--- config.mk ---
export PLATFORM = sky130hd
export DESIGN_NAME = base64_decode_xor_descramble_unit
export DESIGN_NICKNAME = d
export VERILOG_FILES = /design/src/rtl/bd64x_pkg.sv /design/src/rtl/bd64x_front.sv /design/src/rtl/bd64x_queue.sv /design/src/rtl/bd64x_back.sv /design/src/rtl/base64_decode_xor_descramble_unit.sv
export SDC_FILE = /design/constraint.sdc
export NUM_CORES = 1
export LEC_CHECK = 0
export BUFFER_PORTS_ARGS = -buffer_cell sky130_fd_sc_hd__buf_2
export CAP_MARGIN = 0
export CORE_MARGIN = 8
export CORE_UTILIZATION = 30
export CTS_BUF_LIST = sky130_fd_sc_hd__clkbuf_2 sky130_fd_sc_hd__clkbuf_4 sky130_fd_sc_hd__clkbuf_8
export CTS_CLUSTER_DIAMETER = 80
export DETAILED_ROUTE_END_ITERATION = 10
export PLACE_DENSITY = 0.47
export REMOVE_ABC_BUFFERS = 1
export SLEW_MARGIN = 25
export SYNTH_ARGS = -nofsm -noshare
export SYNTH_HDL_FRONTEND = slang
export SYNTH_SLANG_ARGS = --single-unit
--- constraint.sdc ---
create_clock -name clk -period 6.3 [get_ports clk]
set_clock_uncertainty 0.1 [all_clocks]
set_input_delay 0.945 -clock clk [delete_from_list [all_inputs] [get_ports clk]]
set_output_delay 0.945 -clock clk [all_outputs]
set_load 0.02 [all_outputs]
--- src/rtl/bd64x_pkg.sv ---
package bd64x_pkg;

	// Sextet codes: 0..63 for data, 64 for the pad character.
	typedef logic [6:0] code_t;

	localparam code_t PAD_CODE = 7'd64;

	// Queue between the front and back parts.
	localparam int QDepth = 4;
	localparam int QAW = $clog2(QDepth);
	localparam logic [QAW:0] Q_FULL = (QAW + 1)'(QDepth);

	localparam logic [7:0] KEY_RESET = 8'd5;

	typedef struct packed {
		logic  skip;
		code_t code;
	} map_t;

	// One decoded group waiting for the descrambler.
	typedef struct packed {
		logic            restart;
		logic [2:0]      keep;
		logic [2:0][7:0] bytes;
	} grp_t;

	typedef struct packed {
		logic full;
		logic avail;
	} q_stat_t;

	function automatic map_t map_char(input logic [7:0] ch);
		map_t       m;
		logic [7:0] diff;
		diff   = 8'd0;
		m.skip = 1'b0;
		m.code = 7'd0;
		if (ch >= "A" && ch <= "Z") begin
			diff   = ch - 8'(65);
			m.code = diff[6:0];
		end else if (ch >= "a" && ch <= "z") begin
			diff   = ch - 8'(97) + 8'd26;
			m.code = diff[6:0];
		end else if (ch >= "0" && ch <= "9") begin
			diff   = ch - 8'(48) + 8'd52;
			m.code = diff[6:0];
		end else if (ch == "+") begin
			m.code = 7'd62;
		end else if (ch == "/") begin
			m.code = 7'd63;
		end else if (ch == "=") begin
			m.code = PAD_CODE;
		end else begin
			m.skip = 1'b1;
		end
		return m;
	endfunction

endpackage

--- src/rtl/bd64x_front.sv ---
module bd64x_front (
	input  logic              clk,
	input  logic              arst_n,
	input  logic              accept,
	input  logic [7:0]        char_in,
	input  logic              msg_start,
	output logic              push,
	output bd64x_pkg::grp_t   push_data
);
	import bd64x_pkg::*;

	code_t      hold_q [3];
	logic [1:0] fill_q;
	logic       stopped_q;
	logic       pend_q;

	map_t       m;
	logic [1:0] fill_eff;
	logic       stop_eff;
	logic       take;
	logic       complete;
	code_t      d0, d1, d2, d3;
	logic       pad1, pad2, pad3;
	logic [2:0] present;
	logic [2:0][7:0] b;
	logic [2:0] keep;

	always_comb begin
		m        = map_char(char_in);
		fill_eff = msg_start ? 2'd0 : fill_q;
		stop_eff = msg_start ? 1'b0 : stopped_q;
		take     = accept && !stop_eff && !m.skip;
		complete = take && (fill_eff == 2'd3);

		d0   = hold_q[0];
		d1   = hold_q[1];
		d2   = hold_q[2];
		d3   = m.code;
		pad1 = (d1 == PAD_CODE);
		pad2 = (d2 == PAD_CODE);
		pad3 = (d3 == PAD_CODE);

		// A pad shifts like a code, so a pad in d0 contributes zero bits.
		b[0] = pad1 ? {d0[5:0], 2'b00} : {d0[5:0], d1[5:4]};
		b[1] = pad2 ? {d1[3:0], 4'b0000} : {d1[3:0], d2[5:2]};
		b[2] = pad3 ? {d2[1:0], 6'b000000} : {d2[1:0], d3[5:0]};

		present = {!pad1 && !pad2, !pad1, 1'b1};
		keep[0] = present[0] && (b[0] != 8'd0);
		keep[1] = present[1] && (b[1] != 8'd0);
		keep[2] = present[2] && (b[2] != 8'd0);

		push              = complete && (keep != 3'b000);
		push_data.restart = pend_q;
		push_data.keep    = keep;
		push_data.bytes   = b;
	end

	always_ff @(posedge clk or negedge arst_n) begin
		if (!arst_n) begin
			fill_q    <= 2'd0;
			stopped_q <= 1'b0;
			pend_q    <= 1'b0;
			hold_q[0] <= 7'd0;
			hold_q[1] <= 7'd0;
			hold_q[2] <= 7'd0;
		end else if (accept) begin
			// A taken code that also starts a message lands in slot zero with the
			// stop flag cleared; the older held codes are overwritten before use.
			if (take) begin
				if (complete) begin
					fill_q    <= 2'd0;
					stopped_q <= pad1 || pad2 || pad3;
				end else begin
					hold_q[fill_eff] <= m.code;
					fill_q           <= fill_eff + 2'd1;
					stopped_q        <= 1'b0;
				end
			end else if (msg_start) begin
				fill_q    <= 2'd0;
				stopped_q <= 1'b0;
				hold_q[0] <= 7'd0;
				hold_q[1] <= 7'd0;
				hold_q[2] <= 7'd0;
			end
			// The index restart travels with the next group that has output.
			if (msg_start) begin
				pend_q <= 1'b1;
			end else if (push) begin
				pend_q <= 1'b0;
			end
		end
	end

endmodule

--- src/rtl/bd64x_queue.sv ---
module bd64x_queue (
	input  logic              clk,
	input  logic              arst_n,
	input  logic              push,
	input  bd64x_pkg::grp_t   push_data,
	input  logic              pop,
	output bd64x_pkg::grp_t   pop_data,
	output bd64x_pkg::q_stat_t stat
);
	import bd64x_pkg::*;

	grp_t           mem_q [QDepth];
	logic [QAW-1:0] wr_ptr_q;
	logic [QAW-1:0] rd_ptr_q;
	logic [QAW:0]   cnt_q;

	always_comb begin
		pop_data   = mem_q[rd_ptr_q];
		stat.full  = (cnt_q == Q_FULL);
		stat.avail = (cnt_q != '0);
	end

	always_ff @(posedge clk) begin
		if (push) begin
			mem_q[wr_ptr_q] <= push_data;
		end
	end

	always_ff @(posedge clk or negedge arst_n) begin
		if (!arst_n) begin
			wr_ptr_q <= '0;
			rd_ptr_q <= '0;
			cnt_q    <= '0;
		end else begin
			if (push) begin
				wr_ptr_q <= wr_ptr_q + 1'b1;
			end
			if (pop) begin
				rd_ptr_q <= rd_ptr_q + 1'b1;
			end
			if (push && !pop) begin
				cnt_q <= cnt_q + 1'b1;
			end else if (pop && !push) begin
				cnt_q <= cnt_q - 1'b1;
			end
		end
	end

endmodule

--- src/rtl/bd64x_back.sv ---
module bd64x_back (
	input  logic               clk,
	input  logic               arst_n,
	input  logic [7:0]         key_offset,
	input  bd64x_pkg::grp_t    q_data,
	input  bd64x_pkg::q_stat_t q_stat,
	output logic               pop,
	output logic               out_valid,
	input  logic               out_stall,
	output logic [7:0]         out_byte,
	output logic               run_last
);
	import bd64x_pkg::*;

	logic [2:0][7:0] cur_bytes_q;
	logic [2:0]      cur_mask_q;
	logic [7:0]      idx_q;
	logic            out_valid_q;
	logic [7:0]      out_byte_q;
	logic            run_last_q;

	logic            out_ld;
	logic            emit;
	logic [2:0]      sel;
	logic [2:0]      mask_after;
	logic [7:0]      byte_sel;
	logic            cur_free;

	always_comb begin
		out_ld     = !out_valid_q || !out_stall;
		emit       = out_ld && (cur_mask_q != 3'b000);
		sel        = cur_mask_q & (~cur_mask_q + 3'd1);
		mask_after = cur_mask_q & ~sel;
		if (sel[0]) begin
			byte_sel = cur_bytes_q[0];
		end else if (sel[1]) begin
			byte_sel = cur_bytes_q[1];
		end else begin
			byte_sel = cur_bytes_q[2];
		end
		cur_free = (cur_mask_q == 3'b000) || (emit && (mask_after == 3'b000));
		pop      = cur_free && q_stat.avail;
	end

	always_ff @(posedge clk) begin
		if (pop) begin
			cur_bytes_q <= q_data.bytes;
		end
		if (emit) begin
			out_byte_q <= byte_sel ^ (idx_q + key_offset);
			run_last_q <= (mask_after == 3'b000);
		end
	end

	always_ff @(posedge clk or negedge arst_n) begin
		if (!arst_n) begin
			cur_mask_q  <= 3'b000;
			idx_q       <= 8'd0;
			out_valid_q <= 1'b0;
		end else begin
			if (pop) begin
				cur_mask_q <= q_data.keep;
			end else if (emit) begin
				cur_mask_q <= mask_after;
			end
			// A new message restarts the index after the last byte of the old one.
			if (pop && q_data.restart) begin
				idx_q <= 8'd0;
			end else if (emit) begin
				idx_q <= idx_q + 8'd1;
			end
			if (out_ld) begin
				out_valid_q <= emit;
			end
		end
	end

	assign out_valid = out_valid_q;
	assign out_byte  = out_byte_q;
	assign run_last  = run_last_q;

endmodule

--- src/rtl/base64_decode_xor_descramble_unit.sv ---
// Channel   Direction  Handshake             Payload
// in        input      in_valid / in_stall   char_in, msg_start
// out       output     out_valid / out_stall out_byte, run_last
// cfg       input      cfg_valid / cfg_ready key_offset
//
// One character is taken every cycle unless in_stall is high; a completed group
// is decoded in the cycle its fourth code arrives and goes into a four-entry group
// queue. Bytes leave one per cycle while out_stall is low, through the queue, the
// current-group register and the output register. Each group yields at most three
// bytes per four characters, so the queue only fills under output stall; in_stall
// is high while it is full. Reset clears all control state and sets key_offset to 5.
module base64_decode_xor_descramble_unit (
	input  logic       clk,
	input  logic       arst_n,
	input  logic       in_valid,
	output logic       in_stall,
	input  logic [7:0] char_in,
	input  logic       msg_start,
	output logic       out_valid,
	input  logic       out_stall,
	output logic [7:0] out_byte,
	output logic       run_last,
	input  logic       cfg_valid,
	output logic       cfg_ready,
	input  logic [7:0] key_offset
);
	import bd64x_pkg::*;

	logic       cfg_wr;
	logic [7:0] key_q;
	logic       accept;
	logic       push;
	logic       pop;
	grp_t       push_data;
	grp_t       pop_data;
	q_stat_t    q_stat;

	assign cfg_ready = 1'b1;
	assign cfg_wr    = cfg_valid && cfg_ready;
	assign in_stall  = q_stat.full;
	assign accept    = in_valid && !in_stall;

	always_ff @(posedge clk or negedge arst_n) begin
		if (!arst_n) begin
			key_q <= KEY_RESET;
		end else if (cfg_wr) begin
			key_q <= key_offset;
		end
	end

	bd64x_front u_front (
		.clk       (clk),
		.arst_n    (arst_n),
		.accept    (accept),
		.char_in   (char_in),
		.msg_start (msg_start),
		.push      (push),
		.push_data (push_data)
	);

	bd64x_queue u_queue (
		.clk       (clk),
		.arst_n    (arst_n),
		.push      (push),
		.push_data (push_data),
		.pop       (pop),
		.pop_data  (pop_data),
		.stat      (q_stat)
	);

	bd64x_back u_back (
		.clk        (clk),
		.arst_n     (arst_n),
		.key_offset (key_q),
		.q_data     (pop_data),
		.q_stat     (q_stat),
		.pop        (pop),
		.out_valid  (out_valid),
		.out_stall  (out_stall),
		.out_byte   (out_byte),
		.run_last   (run_last)
	);

endmodule

==> qor_table.md, run 1 <==
| Step | Parameter | Value |
| --- | --- | --- |
| timing | Tcrit/Tclk final | 69.43% |
| synth | Proportion of synthesized chip area in sequential cells | 64.13% |
| layout | Fillers | 2,776 |
| routing | Antenna-violating nets left | 0 |
| floorplanning | FP Rows | 62 |
| synth | Count of state elements after synthesis | 196 |
| global routing | First-pass GRT wire length | 29.37 mm |
| worst setup path | Worst path arrival time | 4.61 ns |
| timing | Time the final worst path needs with I/O delays and setup | 4.374 ns |
| synth | Synth Instances | 582 |
| global routing | Initial antenna violation count | 0 |
| power and ir drop | Final Total Pwr | 3.488 mW |
| hold path | Worst min-delay path class | flop to flop |
| clock network | Clock network latency to the later pin of the worst-skew pair | 0.46 ns |
| floorplanning | Die Width | 187.1 µm |
| floorplanning | Core area | 28,780 µm² |
| timing | Finish-stage setup viols | 0 |
| clock network | Number of buffers on the longest clock path | 2 |
| worst setup path | Largest stage delay on the critical path | 0.66 ns |
| clock network | CTS tree | yes |
| run | Max Cap Violations | 0 |
| routing | Post-detailed-routing wire length | 18.47 mm |
| floorplanning | Die Area | 35,010 µm² |
| global routing | Total GRT Usage | 10.74% |
| routing | Number of design-rule violations left by the first detailed-router iteration | 311 |
| power and ir drop | Worst IR Drop VDD | 156.7 µV |
| worst setup path | Kind of end point of the critical path | flop |
| synth | Share of async-settable or async-resettable flops after synthesis | 26.02% |
| global routing | Number of global-route vias before repair | 5,024 |
| layout | Fraction of layout instances using a drive strength above 1 | 20.38% |
| status | Status | completed |
| routing | First-pass detailed-route iteration total | 5 |
| clock network | Number of clock sinks seen by CTS | 196 |
| clock network | Worst-path clk slew | 0.10 ns |
| synth | Count of flip-flops with a built-in enable after synthesis | 145 |
| clock network | H-Tree Depth | 4 |
| worst setup path | Slowest cell on the critical path | sky130_fd_sc_hd__or4b_4 |
| worst setup path | Sort of element at the start of the critical path | primary input |
| placed design | Global placement routability congestion | 0.8537 |
| layout | Count of nets after finishing | 664 |
| worst setup path | Required @ worst endpoint | 6.54 ns |
| timing | Final-report hold violation count | 0 |
| worst setup path | Max FO, Critical Path | 12 |
| clock network | CTS root buffer | sky130_fd_sc_hd__clkbuf_8 |
| clock network | CTS Hold Bufs | 0 |
| floorplanning | Die height | 187.1 µm |
| power and ir drop | Leakage | 3.530 nW |
| routing | Total DRC errors in the routed layout | 0 |
| placed design | Dpl hpwl | 12.80 mm |
| synth | Avg Cell Area, Syn | 15.09 µm² |
| floorplanning | Initial core utilization | 30.52% |
| routing | Wire length per cell | 18.25 µm |
| timing | RSZ-0062 raised after global routing | false |
| clock network | Post-cts sizing count | 0 |
| synth | Synth cell types | 69 |
| routing | Via count | 4,907 |
| synth | Ys flop type | sky130_fd_sc_hd__edfxtp_1 |
| timing | Setup tns final | 0 ns |
| timing | Fmax | 228.6 MHz |
| power and ir drop | Power density relative to cell area | 357.7 nW/µm² |
| worst setup path | Critical Path, Cell by Cell | buf_2 > inv_1 > ha_1 > a21o_1 > o311ai_0 > nand2_1 > o2111ai_1 > or4b_4 > o21ai_1 > a21oi_1 > ha_1 > inv_1 > fa_1 > mux2_2 |
| worst setup path | Worst setup path category | primary input to flop |
| synth | Number of synthesis warnings | 0 |
| timing | Worst Tran Pin Value | 1.006 ns |
| layout | Layout-stage area growth over the synthesis result | 11.01% |
| floorplanning | # IOs | 34 |
| clock network | TritonCTS buffer count | 17 |
| placed design | Number of buffers added on ports | 32 |
| clock network | Buffers inserted by post-CTS timing repair | 0 |
| synth | Combined area of all synthesized cells | 8783 µm² |
| global routing | GRT Residual Overflow | 0 |
| layout | Core Util, Final | 33.88% |
| timing | Final Max Tran Viols | 0 |
| global routing | Maximum number of pins on one net before global-route repair | 52 |
| layout | Count of antenna diodes in the layout | 0 |
| timing | Headroom to the max-slew limit | 32.69% |
| routing | Average via count per standard cell | 4.849 |
-- cell families after synthesis --
| family | after synthesis | synth area share [%] |
|---|---|---|
| other cells | 1 | 0.04269 |
| mux | 49 | 9.729 |
| flops | 196 | 64.13 |
| buf+inv | 53 | 2.350 |
| fa+ha+maj | 28 | 4.131 |
| xor+xnor | 29 | 2.892 |
| compound gates | 103 | 9.131 |
| simple gates | 123 | 7.593 |
-- synthesized netlist by cell type (5+ instances only) --
master	n	area (µm²)
sky130_fd_sc_hd__nor2_1	26	97.59
sky130_fd_sc_hd__xor2_1	11	96.34
sky130_fd_sc_hd__o2bb2ai_1	20	175.2
sky130_fd_sc_hd__mux2_2	11	123.9
sky130_fd_sc_hd__clkbuf_1	18	67.56
sky130_fd_sc_hd__dfrtp_1	49	1226
sky130_fd_sc_hd__a21oi_1	12	60.06
sky130_fd_sc_hd__nand2b_1	7	43.79
sky130_fd_sc_hd__and2_1	5	31.28
sky130_fd_sc_hd__xnor2_1	18	157.7
sky130_fd_sc_hd__o21a_1	7	52.55
sky130_fd_sc_hd__inv_1	27	101.4
sky130_fd_sc_hd__edfxtp_1	145	4354
sky130_fd_sc_hd__o21ai_0	19	95.09
sky130_fd_sc_hd__ha_1	25	312.8
sky130_fd_sc_hd__mux2i_1	10	100.1
sky130_fd_sc_hd__nand3_1	12	60.06
sky130_fd_sc_hd__nand2_1	33	123.9
sky130_fd_sc_hd__a31oi_1	6	37.54
sky130_fd_sc_hd__a21o_1	6	45.04
sky130_fd_sc_hd__nor4_1	5	31.28
sky130_fd_sc_hd__mux4_2	28	630.6
-- stage by stage --
step / hold WS (ns) / setup slack, ns / cells / instance area [µm²]
after detailed placement: 0.3806 / 1.426 / 980 / 9382
after floorplan: 0.3483 / 2.200 / 556 / 8678
after CTS: 0.4087 / 1.912 / 1012 / 9751
final: 0.4102 / 1.926 / 1012 / 9751
after global placement: 0.3854 / 1.536 / 980 / 9382
after global routing: 0.4329 / 1.616 / 1012 / 9751
-- flip-flops by register name, indices dropped and copies added (netlist names) --
name / count
key_q: 8
u_back.cur_bytes_q: 24
u_back.cur_mask_q: 3
u_back.idx_q: 8
u_back.out_byte: 8
u_back.out_valid: 1
u_back.run_last: 1
u_front.d0: 6
u_front.d1: 7
u_front.d2: 7
u_front.fill_q: 2
u_front.pend_q: 1
u_front.stopped_q: 1
u_queue.cnt_q: 3
u_queue.mem_q: 112
u_queue.rd_ptr_q: 2
u_queue.wr_ptr_q: 2
-- area by class of cell --
type / count / area [µm²] / area share (%)
clock buffers: 21 / 270.3 / 2.772
repair buffers: 40 / 220.2 / 2.258
clock inverters: 11 / 98.84 / 1.014
well taps: 384 / 480.5 / 4.928
flip-flops and latches: 196 / 5635 / 57.80
multi-input cells: 333 / 2944 / 30.19
inverters: 27 / 101.3 / 1.039
-- routing by layer --
metal / share of wire (%) / track usage [%] / up-vias
met5: 0 / 0 / -
met4: 0.94 / 2.932 / 0
met3: 3.8 / 2.535 / 11
met2: 49 / 17.75 / 121
met1: 47 / 13.89 / 2470
li1: - / - / 2305
-- final timing paths --
kind,end,slack (ns),startpoint,depth (start not counted)
setup / recovery,u_queue.cnt_q[1]$_DFFE_PN0P_,1.93,char_in[2],14
hold / removal,u_front.d1[6]$_DFFE_PN0P_,0.41,u_front.d1[6]$_DFFE_PN0P_,1
setup reg to reg,u_queue.mem_q[2][24]$_DFFE_PP_,3.03,u_front.d1[5]$_DFFE_PN0P_,6
hold reg to reg,u_front.d1[6]$_DFFE_PN0P_,0.41,u_front.d1[6]$_DFFE_PN0P_,1
max in group asynchronous,u_queue.rd_ptr_q[1]$_DFFE_PN0P_,5.08,arst_n,2
min in group asynchronous,u_back.cur_mask_q[2]$_DFFE_PN0P_,0.52,arst_n,2
-- cell usage in the layout, fill, tap and decap left out, types with 3 or more instances in the layout --
cell and instances:
sky130_fd_sc_hd__mux4_2 28, sky130_fd_sc_hd__nor2_1 26, sky130_fd_sc_hd__inv_1 27, sky130_fd_sc_hd__nand3_1 12
sky130_fd_sc_hd__inv_6 3, sky130_fd_sc_hd__nor2b_1 4, sky130_fd_sc_hd__dfrtp_1 47, sky130_fd_sc_hd__a21oi_1 12
sky130_fd_sc_hd__nor4_1 5, sky130_fd_sc_hd__a21o_1 6, sky130_fd_sc_hd__nor3b_1 4, sky130_fd_sc_hd__xnor2_1 18
sky130_fd_sc_hd__and2_1 5, sky130_fd_sc_hd__or4_1 3, sky130_fd_sc_hd__clkbuf_8 18, sky130_fd_sc_hd__edfxtp_1 145
sky130_fd_sc_hd__o2bb2ai_1 20, sky130_fd_sc_hd__o211ai_1 3, sky130_fd_sc_hd__o311ai_0 3, sky130_fd_sc_hd__buf_4 8
sky130_fd_sc_hd__nand4_1 4, sky130_fd_sc_hd__buf_2 32, sky130_fd_sc_hd__clkinv_2 3, sky130_fd_sc_hd__mux2i_1 10
sky130_fd_sc_hd__inv_4 3, sky130_fd_sc_hd__nor4b_1 3, sky130_fd_sc_hd__o21ai_0 19, sky130_fd_sc_hd__xor2_1 11
sky130_fd_sc_hd__mux2_2 11, sky130_fd_sc_hd__nand2b_1 7, sky130_fd_sc_hd__nand2_1 33, sky130_fd_sc_hd__a31oi_1 6
sky130_fd_sc_hd__ha_1 25, sky130_fd_sc_hd__nor3_1 3, sky130_fd_sc_hd__clkbuf_4 3, sky130_fd_sc_hd__and3_1 3
sky130_fd_sc_hd__o21a_1 7
-- report_power, final --
group	switching [mW]	internal, mW	total (mW)
clock network	0.435	0.340	0.775
logic	0.505	0.402	0.906
registers	0.179	1.63	1.81
total	1.12	2.37	3.49
-- worst max-delay path: cells and delay by family --
family | cells | cell delay (ns)
fa+ha+maj | 3 | 0.91
mux | 1 | 0.27
buf+inv | 3 | 0.36
simple gates | 2 | 0.87
compound gates | 5 | 1.25
No activity file was read; power rests on OpenSTA's default activity.
==> inputs of run 2 (changes only) <==
ABC_AREA = 1   (was unset)
PLACE_DENSITY = 0.48   (was 0.47)
clock period = 3.75 ns   (was 6.3 ns; I/O delays follow)
==> run 2 against run 1 <==
Highest routed layer is now met5. Largest cell class unchanged. Hold slack worse by 0.18 ns. Utilization rose by 0.65 points. Critical path type unchanged. Final cell count is 21% higher. Total power rose by 91%. Largest power group unchanged.
==> qor_table.md, run 2 <==
| Step | Parameter | Value | Delta |
| --- | --- | --- | --- |
| synth | Proportion of synthesized chip area in sequential cells | 64.35% | +0.22 points |
| clock network | CTS Hold Bufs | 0 | unchanged |
| global routing | Met3 Track Usage GR | 2.722% | +0.19 points |
| worst setup path | Required @ worst endpoint | 4.00 ns | -2.54 ns |
| floorplanning | Die Area | 34,900 µm² | -0.32% |
| timing | Final-report hold violation count | 0 | unchanged |
| synth | Avg Cell Area, Syn | 11.08 µm² | -27% |
| power and ir drop | Power density relative to cell area | 672.0 nW/µm² | +88% |
| routing | Post-detailed-routing wire length | 18.62 mm | +0.82% |
| placed design | Place WS | 0.1421 ns | -1.284 ns |
| timing | Setup tns final | 0 ns | unchanged |
| power and ir drop | Final Total Pwr | 6.660 mW | +91% |
| worst setup path | Worst setup path category | primary input to flop |  |
| global routing | Met2 track demand over resource | 17.64% | -0.10 points |
| clock network | Worst-path clk slew | 0.10 ns | about the same |
| timing | Worst-case setup margin in the final layout | 0.6206 ns | -1.306 ns |
| worst setup path | Kind of end point of the critical path | flop |  |
| worst setup path | Sort of element at the start of the critical path | primary input |  |
| clock network | Number of clock sinks seen by CTS | 196 | unchanged |
| synth | Ys flop type | sky130_fd_sc_hd__edfxtp_1 |  |
| worst setup path | Endpoint of the lowest-slack register-to-register path | u_queue.cnt_q[1]$_DFFE_PN0P_ |  |
| timing | Time the final worst path needs with I/O delays and setup | 3.129 ns |  |
| status | Status | completed |  |
| hold path | Worst min-delay path class | primary input to flop |  |
| layout | Count of nets after finishing | 879 | +32% |
| power and ir drop | Leakage | 3.921 nW | +11% |
| clock network | Post-cts sizing count | 0 | unchanged |
| layout | Count of antenna diodes in the layout | 0 | unchanged |
| layout | Flip-flop count of the largest register after layout | 112 | unchanged |
| global routing | Met1 Resource Use GR | 13.86% | -0.034 points |
| routing | Number of design-rule violations left by the first detailed-router iteration | 387 | +24% |
| synth | Combined area of all synthesized cells | 8753 µm² | -0.34% |
| floorplanning | Die Width | 186.8 µm | -0.16% |
| synth | Area share of the leading cell type in the synthesized netlist | 49.74% | +0.17 points |
| routing | Via count | 5,574 | +14% |
| layout | Fraction of layout instances using a drive strength above 1 | 15.42% | -5.0 points |
| routing | Average via count per standard cell | 4.543 | -6.3% |
| worst setup path | Launch point of the critical path | char_in[2] |  |
| clock network | Clock network latency to the later pin of the worst-skew pair | 0.45 ns | about the same |
| layout | Register ranked first by flip-flop count | u_queue.mem_q |  |
| routing | Total DRC errors in the routed layout | 0 | unchanged |
| clock network | Buffers inserted by post-CTS timing repair | 0 | unchanged |
| timing | RSZ-0062 raised after global routing | false |  |
| timing | Worst Tran Pin Value | 0.5911 ns | -0.4148 ns |
| synth | Library cell occupying the most area in the post-synthesis netlist | sky130_fd_sc_hd__edfxtp_1 |  |
| clock network | CTS root buffer | sky130_fd_sc_hd__clkbuf_8 |  |
| synth | Synth Instances | 790 | +36% |
| layout | Most common library cell in the layout ignoring fill and taps | sky130_fd_sc_hd__edfxtp_1 |  |
| placed design | Dpl hpwl | 12.50 mm | -2.3% |
| global routing | Most heavily used metal layer in global routing | met2 |  |
| placed design | Number of buffers added on ports | 32 | unchanged |
| placed design | Global placement routability congestion | 0.8524 | -0.15% |
| routing | Antenna-violating nets left | 0 | unchanged |
| synth | Biggest area contributors in the synthesized netlist | sky130_fd_sc_hd__edfxtp_1 50%, sky130_fd_sc_hd__dfrtp_1 14%, sky130_fd_sc_hd__nand2_1 5.2% |  |
| synth | Count of state elements after synthesis | 196 | unchanged |
| run | Max Cap Violations | 0 | unchanged |
| synth | Share of async-settable or async-resettable flops after synthesis | 26.02% | unchanged |
| synth | Synth cell types | 47 | -32% |
| global routing | First-pass GRT wire length | 29.68 mm | +1.1% |
| global routing | Total GRT Usage | 10.73% | about the same |
| worst setup path | Worst path arrival time | 3.38 ns | -1.23 ns |
| worst setup path | Worst reg2reg startpoint | u_back.cur_mask_q[0]$_DFFE_PN0P_ |  |
| synth | Count of flip-flops with a built-in enable after synthesis | 145 | unchanged |
| global routing | Number of global-route vias before repair | 5,354 | +6.6% |
| layout | Fillers | 2,819 | +1.5% |
| layout | Registers with the highest flip-flop counts | u_queue.mem_q: 112 flops, u_back.cur_bytes_q: 24 flops |  |
| timing | Headroom to the max-slew limit | 60.18% | +27 points |
| timing | Fmax | 319.6 MHz |  |
| synth | Top post-synthesis cells by count | 145 x sky130_fd_sc_hd__edfxtp_1, 122 x sky130_fd_sc_hd__nand2_1, 96 x sky130_fd_sc_hd__nor2_1, 84 x sky130_fd_sc_hd__o21ai_0, 60 x sky130_fd_sc_hd__inv_1 |  |
| synth | Most common cell in the synthesized netlist | sky130_fd_sc_hd__edfxtp_1 |  |
| layout | Layout-stage area growth over the synthesis result | 13.21% |  |
| floorplanning | Initial core utilization | 30.50% | about the same |
| floorplanning | Core area | 28,700 µm² | -0.27% |
| power and ir drop | Worst IR Drop VDD | 324.4 µV | +110% |
| layout | Most used cells in the layout excluding fill and tap cells | 145 x sky130_fd_sc_hd__edfxtp_1, 122 x sky130_fd_sc_hd__nand2_1, 92 x sky130_fd_sc_hd__nor2_1 |  |
| worst setup path | Timing endpoint of the critical path | u_queue.cnt_q[1]$_DFFE_PN0P_ |  |
| layout | Post-layout instance area | 9910 µm² | +1.6% |
| clock network | TritonCTS buffer count | 17 | unchanged |
| floorplanning | FP Rows | 62 | unchanged |
| clock network | H-Tree Depth | 4 | unchanged |
| hold path | Hold Path Cell Cnt | 3 | +2 |
| worst setup path | Max FO, Critical Path | 9 | -3 |
| clock network | Number of buffers on the longest clock path | 2 | unchanged |
| placed design | Post-detailed-placement cell area | 9447 µm² | +0.69% |
| timing | Finish-stage setup viols | 0 | unchanged |
| global routing | Initial antenna violation count | 1 | +1 |
| global routing | GRT Residual Overflow | 0 | unchanged |
| timing | Tcrit/Tclk final | 83.45% |  |
| global routing | Maximum number of pins on one net before global-route repair | 46 | -12% |
| synth | Number of synthesis warnings | 0 | unchanged |
| routing | First-pass detailed-route iteration total | 4 | -1 |
| routing | Wire length per cell | 15.18 µm | -17% |
| timing | Final Max Tran Viols | 0 | unchanged |
| floorplanning | Die height | 186.8 µm | -0.16% |
| worst setup path | Internal reg-to-reg setup slack | 0.74 ns | -2.29 ns |
| worst setup path | Number of cells on the worst reg-to-reg path | 8 | +2 |
| floorplanning | # IOs | 34 | unchanged |
| clock network | CTS tree | yes |  |
[run 2: logic make-up (layout without fill, tap and decap cells)]
group                      Yosys count  in the layout  synth area share [%]
muxes                                9              9                 1.144
buffers and inverters               98            151                 4.588
xor gates and xnor gates            24             24                 2.401
AOI/OAI and AO/OA                  139            139                 8.834
DFF                                196            196                 64.35
and+or+nand+nor                    296            296                 14.61
adders and majority gates           27             27                 4.031
other                                1              1               0.04284
[run 2: stage by stage]
| stage | cells | hold WS, ns | utilization (%) |
|---|---|---|---|
| after detailed placement | 1194 | 0.3774 | 32.91 |
| after global placement | 1194 | 0.3684 | 32.91 |
| after CTS | 1226 | 0.1671 | 34.48 |
| final | 1227 | 0.2313 | 34.52 |
| after floorplan | 760 | 0.1669 | - |
| after global routing | 1227 | 0.1969 | 34.52 |
[run 2: layer usage]
| metal | part of all wire (%) | up-vias |
|---|---|---|
| met5 | 0.043 | - |
| met4 | 1.1 | 2 |
| met3 | 3.7 | 16 |
| met2 | 47 | 85 |
| met1 | 48 | 2684 |
| li1 | - | 2787 |
[run 2: critical path, stage by stage]
cell and delay (ns):
sky130_fd_sc_hd__buf_2 0.16, sky130_fd_sc_hd__inv_2 0.10, sky130_fd_sc_hd__ha_1 0.26, sky130_fd_sc_hd__nand2_1 0.08, sky130_fd_sc_hd__nand2_1 0.10, sky130_fd_sc_hd__nand2_2 0.06, sky130_fd_sc_hd__nor2_2 0.15, sky130_fd_sc_hd__nor2_4 0.07
sky130_fd_sc_hd__nand2_1 0.07, sky130_fd_sc_hd__nand3_2 0.08, sky130_fd_sc_hd__nor2_4 0.13, sky130_fd_sc_hd__nand2_1 0.08, sky130_fd_sc_hd__nor2_2 0.12, sky130_fd_sc_hd__nand2_1 0.07, sky130_fd_sc_hd__nand2_2 0.09, sky130_fd_sc_hd__nand2_4 0.07
sky130_fd_sc_hd__nand2_4 0.11, sky130_fd_sc_hd__inv_1 0.05, sky130_fd_sc_hd__ha_1 0.18, sky130_fd_sc_hd__inv_1 0.09, sky130_fd_sc_hd__fa_1 0.41, sky130_fd_sc_hd__mux2_2 0.26
[run 2: power by group]
part,internal [mW],switching [mW]
clock,0.782,0.715
combinational,0.681,1.41
sequential,2.87,0.209
[run 2: worst min path at each step]
stage                                  start                             to  slack (ns)
2_1_floorplan                         arst_n           key_q[1]$_DFFE_PN0P_        0.17
3_3_place_gp       u_front.d1[6]$_DFFE_PN0P_      u_front.d1[6]$_DFFE_PN0P_        0.37
3_5_place_dp   u_front.fill_q[1]$_DFFE_PN0P_  u_front.fill_q[1]$_DFFE_PN0P_        0.38
4_1_cts                               arst_n           key_q[3]$_DFFE_PN0P_        0.17
5_1_grt                        key_offset[2]           key_q[2]$_DFFE_PN1P_        0.20
6_report                       key_offset[1]           key_q[1]$_DFFE_PN0P_        0.23
[run 2: layout make-up]
cell class              instances  area, µm²  area share [%]
clock buffers                  21      276.5           2.790
repair buffers                 51      357.8           3.611
well taps                     384      480.5           4.848
clock inverters                11      173.9           1.755
inverters                      68      259.0           2.614
multi-input cells             496       2729           27.54
flip-flops and latches        196       5633           56.84
